[config.mk]
export PLATFORM = sky130hd
export DESIGN_NAME = system_tick_timer
export DESIGN_NICKNAME = d
export VERILOG_FILES = /design/src/rtl/stt_pkg.sv /design/src/rtl/stt_in_reg.sv /design/src/rtl/stt_core.sv /design/src/rtl/stt_out_reg.sv /design/src/rtl/system_tick_timer.sv
export VERILOG_INCLUDE_DIRS = /design/src /design/src/rtl
export SDC_FILE = /design/constraint.sdc
export NUM_CORES = 1
export LEC_CHECK = 0
export BUFFER_PORTS_ARGS = -buffer_cell sky130_fd_sc_hd__buf_4
export CORE_ASPECT_RATIO = 0.75
export CORE_UTILIZATION = 59
export CTS_CLUSTER_SIZE = 8
export DETAILED_ROUTE_END_ITERATION = 7
export PLACE_DENSITY = 0.81
export SLEW_MARGIN = 10
export SYNTH_ARGS = -nofsm -noshare
export SYNTH_HDL_FRONTEND = slang
export SYNTH_HIERARCHICAL = 1
export SYNTH_SLANG_ARGS = --single-unit
[constraint.sdc]
create_clock -name clk -period 5.45 [get_ports clk]
set_input_delay 0 -clock clk [delete_from_list [all_inputs] [get_ports clk]]
set_output_delay 0 -clock clk [all_outputs]
set_load 0.02 [all_outputs]
[src/rtl/system_tick_timer_defines.svh]
// Assertion macros used by the system tick timer RTL.
// Included by files that carry concurrent assertions; depends on nothing.
`ifndef SYSTEM_TICK_TIMER_DEFINES_SVH
`define SYSTEM_TICK_TIMER_DEFINES_SVH

// Same-cycle implication, disabled while reset is asserted.
`define STT_ASSERT_IMP(label, clk, rst_n, ante, cons) \
	label: assert property (@(posedge clk) disable iff (!(rst_n)) (ante) |-> (cons)) \
		else $error("system_tick_timer: same-cycle check failed");

// Next-cycle implication, disabled while reset is asserted.
`define STT_ASSERT_NXT(label, clk, rst_n, ante, cons) \
	label: assert property (@(posedge clk) disable iff (!(rst_n)) (ante) |=> (cons)) \
		else $error("system_tick_timer: next-cycle check failed");

`endif

[src/rtl/stt_pkg.sv]
// Package for the system tick timer: constants, codes and item types.
// Used by every module of the block; depends on nothing.
package stt_pkg;

	localparam int COUNTER_BITS = 24;
	localparam int SLOW_DIVIDE = 8;
	localparam int PRE_W = (SLOW_DIVIDE > 1) ? $clog2(SLOW_DIVIDE) : 1;
	localparam int CALIB_W = 24;
	localparam int DATA_W = 32;
	localparam int WRAP_W = 64;
	localparam int CFG_W = 24;
	localparam int CFG_IDX_W = 2;

	typedef enum logic [1:0] {
		OP_TICK  = 2'd0,
		OP_READ  = 2'd1,
		OP_WRITE = 2'd2,
		OP_NONE  = 2'd3
	} stt_op_t;

	typedef enum logic [1:0] {
		SEL_CTRL   = 2'd0,
		SEL_RELOAD = 2'd1,
		SEL_CURR   = 2'd2,
		SEL_CALIB  = 2'd3
	} stt_sel_t;

	localparam logic [CFG_IDX_W-1:0] CFG_TEN_MS = 2'd0;
	localparam logic [CFG_IDX_W-1:0] CFG_NO_REF = 2'd1;
	localparam logic [CFG_IDX_W-1:0] CFG_INEXACT = 2'd2;

	typedef struct packed {
		logic [1:0]        opcode;
		logic [1:0]        reg_select;
		logic [DATA_W-1:0] write_data;
	} stt_in_t;

	typedef struct packed {
		logic [DATA_W-1:0] read_data;
		logic              tick_interrupt;
		logic [WRAP_W-1:0] wrap_total;
	} stt_out_t;

endpackage

[src/rtl/stt_in_reg.sv]
// Input register of the system tick timer: holds one accepted item.
// Depends on stt_pkg.
module stt_in_reg import stt_pkg::*; (
	input  logic    clk,
	input  logic    arst_n,
	input  logic    in_valid,
	output logic    in_ready,
	input  stt_in_t in_item,
	input  logic    adv,
	output logic    valid_s1,
	output stt_in_t item_s1
);

	assign in_ready = !valid_s1 || adv;

	always_ff @(posedge clk or negedge arst_n) begin
		if (!arst_n) begin
			valid_s1 <= 1'b0;
		end else if (in_ready) begin
			valid_s1 <= in_valid;
		end
	end

	always_ff @(posedge clk) begin
		if (in_ready && in_valid) begin
			item_s1 <= in_item;
		end
	end

endmodule

[src/rtl/stt_core.sv]
// Timer state and per-item update: counter, prescaler, flags, wrap count.
// Depends on stt_pkg and system_tick_timer_defines.svh.
`include "system_tick_timer_defines.svh"

module stt_core import stt_pkg::*; (
	input  logic                 clk,
	input  logic                 arst_n,
	input  logic                 adv,
	input  stt_in_t              item_s1,
	input  logic                 cfg_we,
	input  logic [CFG_IDX_W-1:0] cfg_index,
	input  logic [CFG_W-1:0]     cfg_data,
	output stt_out_t             res_d
);

	localparam logic [PRE_W-1:0] PRE_LAST = PRE_W'(SLOW_DIVIDE - 1);

	logic                    ce_q, ie_q, fs_q, flag_q;
	logic [COUNTER_BITS-1:0] reload_q, cnt_q;
	logic [PRE_W-1:0]        pre_q;
	logic [WRAP_W-1:0]       wrap_q;
	logic [CALIB_W-1:0]      ten_ms_q;
	logic                    no_ref_q, inexact_q;

	logic                    ce_d, ie_d, fs_d, flag_d;
	logic [COUNTER_BITS-1:0] reload_d, cnt_d;
	logic [PRE_W-1:0]        pre_d;
	logic [WRAP_W-1:0]       wrap_d;
	logic [DATA_W-1:0]       rd;
	logic                    irq, step;

	always_comb begin
		ce_d = ce_q;
		ie_d = ie_q;
		fs_d = fs_q;
		flag_d = flag_q;
		reload_d = reload_q;
		cnt_d = cnt_q;
		pre_d = pre_q;
		wrap_d = wrap_q;
		rd = '0;
		irq = 1'b0;
		step = 1'b0;
		unique case (item_s1.opcode)
			OP_TICK: begin
				if (ce_q) begin
					if (fs_q) begin
						step = 1'b1;
					end else if (pre_q >= PRE_LAST) begin
						pre_d = '0;
						step = 1'b1;
					end else begin
						pre_d = pre_q + PRE_W'(1);
					end
					if (step) begin
						if (cnt_q == '0) begin
							cnt_d = reload_q;
						end else begin
							cnt_d = cnt_q - COUNTER_BITS'(1);
							if (cnt_q == COUNTER_BITS'(1)) begin
								flag_d = 1'b1;
								wrap_d = wrap_q + WRAP_W'(1);
								irq = ie_q;
							end
						end
					end
				end
			end
			OP_READ: begin
				unique case (item_s1.reg_select)
					SEL_CTRL: begin
						rd = {15'b0, flag_q, 13'b0, fs_q, ie_q, ce_q};
						flag_d = 1'b0;
					end
					SEL_RELOAD: rd = DATA_W'(reload_q);
					SEL_CURR:   rd = DATA_W'(cnt_q);
					SEL_CALIB:  rd = {no_ref_q, inexact_q, 6'b0, ten_ms_q};
				endcase
			end
			OP_WRITE: begin
				unique case (item_s1.reg_select)
					SEL_CTRL: begin
						ce_d = item_s1.write_data[0];
						ie_d = item_s1.write_data[1];
						fs_d = item_s1.write_data[2];
					end
					SEL_RELOAD: reload_d = item_s1.write_data[COUNTER_BITS-1:0];
					SEL_CURR: begin
						cnt_d = '0;
						flag_d = 1'b0;
					end
					SEL_CALIB: ;
				endcase
			end
			OP_NONE: ;
		endcase
		res_d.read_data = rd;
		res_d.tick_interrupt = irq;
		res_d.wrap_total = wrap_d;
	end

	always_ff @(posedge clk or negedge arst_n) begin
		if (!arst_n) begin
			ce_q <= 1'b0;
			ie_q <= 1'b0;
			fs_q <= 1'b0;
			flag_q <= 1'b0;
			reload_q <= '0;
			cnt_q <= '0;
			pre_q <= '0;
			wrap_q <= '0;
		end else if (adv) begin
			ce_q <= ce_d;
			ie_q <= ie_d;
			fs_q <= fs_d;
			flag_q <= flag_d;
			reload_q <= reload_d;
			cnt_q <= cnt_d;
			pre_q <= pre_d;
			wrap_q <= wrap_d;
		end
	end

	always_ff @(posedge clk or negedge arst_n) begin
		if (!arst_n) begin
			ten_ms_q <= '0;
			no_ref_q <= 1'b0;
			inexact_q <= 1'b0;
		end else if (cfg_we) begin
			if (cfg_index == CFG_TEN_MS) begin
				ten_ms_q <= cfg_data[CALIB_W-1:0];
			end
			if (cfg_index == CFG_NO_REF) begin
				no_ref_q <= cfg_data[0];
			end
			if (cfg_index == CFG_INEXACT) begin
				inexact_q <= cfg_data[0];
			end
		end
	end

	`STT_ASSERT_IMP(a_irq_needs_enable, clk, arst_n, adv && irq, ie_q && ce_q)
	`STT_ASSERT_NXT(a_irq_bumps_wrap, clk, arst_n, adv && irq,
		wrap_q == $past(wrap_q) + WRAP_W'(1) && flag_q)
	`STT_ASSERT_NXT(a_curr_write_clears, clk, arst_n,
		adv && item_s1.opcode == OP_WRITE && item_s1.reg_select == SEL_CURR,
		cnt_q == '0 && !flag_q)
	`STT_ASSERT_NXT(a_wrap_only_on_tick, clk, arst_n,
		!(adv && item_s1.opcode == OP_TICK), wrap_q == $past(wrap_q))

endmodule

[src/rtl/stt_out_reg.sv]
// Result register of the system tick timer: holds one finished result item.
// Depends on stt_pkg.
module stt_out_reg import stt_pkg::*; (
	input  logic     clk,
	input  logic     arst_n,
	input  logic     adv,
	input  stt_out_t res_d,
	output logic     out_free,
	output logic     out_valid,
	input  logic     out_ready,
	output stt_out_t out_item
);

	assign out_free = !out_valid || out_ready;

	always_ff @(posedge clk or negedge arst_n) begin
		if (!arst_n) begin
			out_valid <= 1'b0;
		end else if (adv) begin
			out_valid <= 1'b1;
		end else if (out_ready) begin
			out_valid <= 1'b0;
		end
	end

	always_ff @(posedge clk) begin
		if (adv) begin
			out_item <= res_d;
		end
	end

endmodule

[src/rtl/system_tick_timer.sv]
// System tick timer: each input item is registered in the input register, passes
// once through the state update and leaves from the result register; one item is
// taken every cycle when the output side keeps up.
// Reset (arst_n low) clears control, counter, prescaler, wrap count, flags and
// calibration registers at once; the input register starts empty, so in_ready is high.
// Depends on stt_pkg, stt_in_reg, stt_core and stt_out_reg.
module system_tick_timer import stt_pkg::*; (
	input  logic                 clk,
	input  logic                 arst_n,
	input  logic                 in_valid,
	output logic                 in_ready,
	input  stt_in_t              in_item,
	output logic                 out_valid,
	input  logic                 out_ready,
	output stt_out_t             out_item,
	input  logic                 cfg_we,
	input  logic [CFG_IDX_W-1:0] cfg_index,
	input  logic [CFG_W-1:0]     cfg_data
);

	logic     valid_s1, out_free, adv;
	stt_in_t  item_s1;
	stt_out_t res_d;

	assign adv = valid_s1 && out_free;

	stt_in_reg u_in (
		.clk      (clk),
		.arst_n   (arst_n),
		.in_valid (in_valid),
		.in_ready (in_ready),
		.in_item  (in_item),
		.adv      (adv),
		.valid_s1 (valid_s1),
		.item_s1  (item_s1)
	);

	stt_core u_core (
		.clk       (clk),
		.arst_n    (arst_n),
		.adv       (adv),
		.item_s1   (item_s1),
		.cfg_we    (cfg_we),
		.cfg_index (cfg_index),
		.cfg_data  (cfg_data),
		.res_d     (res_d)
	);

	stt_out_reg u_out (
		.clk       (clk),
		.arst_n    (arst_n),
		.adv       (adv),
		.res_d     (res_d),
		.out_free  (out_free),
		.out_valid (out_valid),
		.out_ready (out_ready),
		.out_item  (out_item)
	);

endmodule
==> results.toml <==
[route]
vias = 9976
ant_nets = 0
routed_wire_length_per_instance_um = 21.7
detail_route.first_pass.iterations = 6
avgViaCountPerCell = 6.16
drc_errors = 0
route.final.wire_length_um = 35100
dr.first_iter.drc_count = 1243

[final_layout]
layout_area_overhead_pct = 23.6
post_route_cell_area_um2 = 16200
post_route_cells_drive_above_1_share_pct = 23.4
antenna_cells_inserted = 0
nNetsFinal = 1380
nFillCells = 1394

[pwr]
power_density_nw_per_um2 = 368
ir_drop_v = 0.000267
total_power_mw = 5.96
leakage_nw = 6.63

[setup_path]
critical_path.reg2reg.startpoint = "u_core/cnt_q[12]"
regToRegSetupSlack_ns = 2.09
cp.required_ns = 5.69
critPathLaunch = "u_core/cnt_q[12]"
critical_path.endpoint = "u_out/out_item[57]"
crit_path_max_fanout = 14
critPathArrivalTime_ns = 3.60
worstReg2RegEnd = "u_out/out_item[57]"
startpoint_types = "flip-flop"
critical_path_endpoint_category = "flip-flop"
reg2regPathDepth = 5
critical_path_class = "flip-flop to flip-flop"

[sta]
timing.final.max_slew_violations = 0
clock.fmax_mhz = 298
post-route-period-util_pct = 61.7
tightest_slew_ns = 1.15
setup-violations-final = 0
slew-limit-headroom_pct = 22.4
hold_vio_cnt_final = 0
tns_ns = 0
grt_setup_unrepaired = "no"
final_period_minus_worst_setup_slack_ns = 3.36
finalClockSkew_ns = 0.00910

[flow_run]
timing.max_cap.violations = 0

[global_routing]
grt.overflow.total = 0
via_count_of_the_first_global_routing_pass = 9717
grt_start_max_net_pins = 95
grtUsageTotal_pct = 31.6
number_of_antenna_violations_at_the_first_check_in_global_routing = 0
global_route_wire_length_before_repair_um = 55200

[worst_hold_path]
min_path_type = "input port to async pin"

[floorplanning]
chipHeight_um = 131
io_pins = 166
num_rows = 46
design.core.area_um2 = 21500
die_width_um = 174
floorplan.initialDensity_pct = 61.0
die_area_um2 = 22800

[placement]
dp_hpwl_um = 22700
postPlaceCellArea_um2 = 14500
gp_congestion = 0.959
port_buffers = 157

[cts]
cts_tree = "done"
numClockSinks = 272
clk_pin_slew_ns = 0.05
cts-root-buf = "clkbuf_16"
number_of_clock_buffers_inserted_by_tritoncts = 39
post_cts_resize_count = 0
insertion_delay_to_the_later_sink_of_the_worst_skew_pair_ns = 0.51
cts_max_path_buffers = 3
h_tree_depth = 2

[yosys]
post_synth_instance_area_um2 = 13100
avgSynthCellArea_um2 = 11.9
synth-warning-count = 6
synth_cells = 1100

[outcome]
status = "completed"
[cell usage in the layout (no fill, tap or decap), types with 5 or more instances in the layout]
cell and instances:
ha_1 10, conb_1 6, o31ai_1 7, mux2i_1 12
nor2b_1 21, xor2_1 53, buf_4 175, nor2_1 40
a211oi_1 5, mux2_2 74, nand3_1 50, dfrtp_1 147
o22ai_1 11, o21ai_0 18, or3_1 7, clkbuf_1 28
and4_1 9, and3_1 14, nand2_1 67, nor3_1 50
nand4_1 48, and2_1 12, edfxtp_1 125, nor4_1 45
xnor2_1 73, a22oi_1 21, or4_1 10, inv_1 14
clkbuf_16 41, dlygate4sd3_1 59, o2bb2ai_1 9, a21oi_1 17
[layout make-up]
cell class,instances,area [um^2],area share (%)
clock buffer,69,1130,6.99
sequential,272,7430,45.9
multi-input combinational,741,5290,32.7
timing repair buffer,235,1920,11.8
inverter,14,52.6,0.325
tap,288,360,2.23
[through the flow]
| step | util, % | cells | setup WS, ns | hold WS [ns] |
|---|---|---|---|---|
| finish | 75.4 | 1619 | 2.09 | 0.154 |
| global route | 75.4 | 1619 | 1.86 | 0.194 |
| CTS | 75.4 | 1619 | 2.19 | 0.163 |
| detailed placement | 67.4 | 1491 | 2.21 | 0.159 |
| global placement | 67.4 | 1491 | 2.24 | 0.153 |
| floorplan | - | 1105 | 0.568 | -0.296 |
[how the worst min path moves through the flow]
stage / start / end / cells past startpoint / slack (ns)
2_1_floorplan: arst_n / u_core/ce_q / 0 / -0.30
3_3_place_gp: arst_n / u_out/out_valid / 1 / 0.15
3_5_place_dp: arst_n / u_out/out_valid / 1 / 0.16
4_1_cts: cfg_index[1] / u_core/ten_ms_q[17] / 4 / 0.16
5_1_grt: cfg_index[1] / u_core/ten_ms_q[13] / 4 / 0.19
6_report: arst_n / u_out/out_valid / 2 / 0.15
[metal layers]
metal | share of wire [%] | vias to the layer above | track usage (%) | wire length, um
li1 | - | 4496 | - | -
met1 | 44 | 4881 | 46.8 | 15600
met2 | 44 | 546 | 46.9 | 15500
met3 | 9.6 | 53 | 7.35 | 3390
met4 | 1.7 | 0 | 8.51 | 586
met5 | 0 | - | 0 | 0
[sequential cells by signal, summed over array words and instances (netlist names)]
| register | count |
|---|---|
| u_core/no_ref_q | 1 |
| u_core/ie_q | 1 |
| u_core/reload_q | 24 |
| u_core/fs_q | 1 |
| u_in/item_s1 | 28 |
| u_core/flag_q | 1 |
| u_core/pre_q | 3 |
| u_core/inexact_q | 1 |
| u_out/out_valid | 1 |
| u_core/wrap_q | 64 |
| u_core/ce_q | 1 |
| u_out/out_item | 97 |
| u_core/cnt_q | 24 |
| u_core/ten_ms_q | 24 |
| u_in/valid_s1 | 1 |
[power by group]
part | switching (mW) | internal (mW) | total (mW)
Combinational | 0.595 | 0.469 | 1.06
Sequential | 0.219 | 2.45 | 2.67
Clock | 0.844 | 1.39 | 2.23
[critical path, cell delays in order, from the launching register on]
cell and delay (ns):
dfrtp_1 0.50, or4_4 0.67, or3_1 0.48, or4_1 0.72
nor4_1 0.59, xor2_1 0.12
[repair_timing]
item,in CTS,in global routing
setup buffers,0,0
hold buffers,59,0
endpoints found under the hold margin,149,0
(Power assumes the default switching activity.)
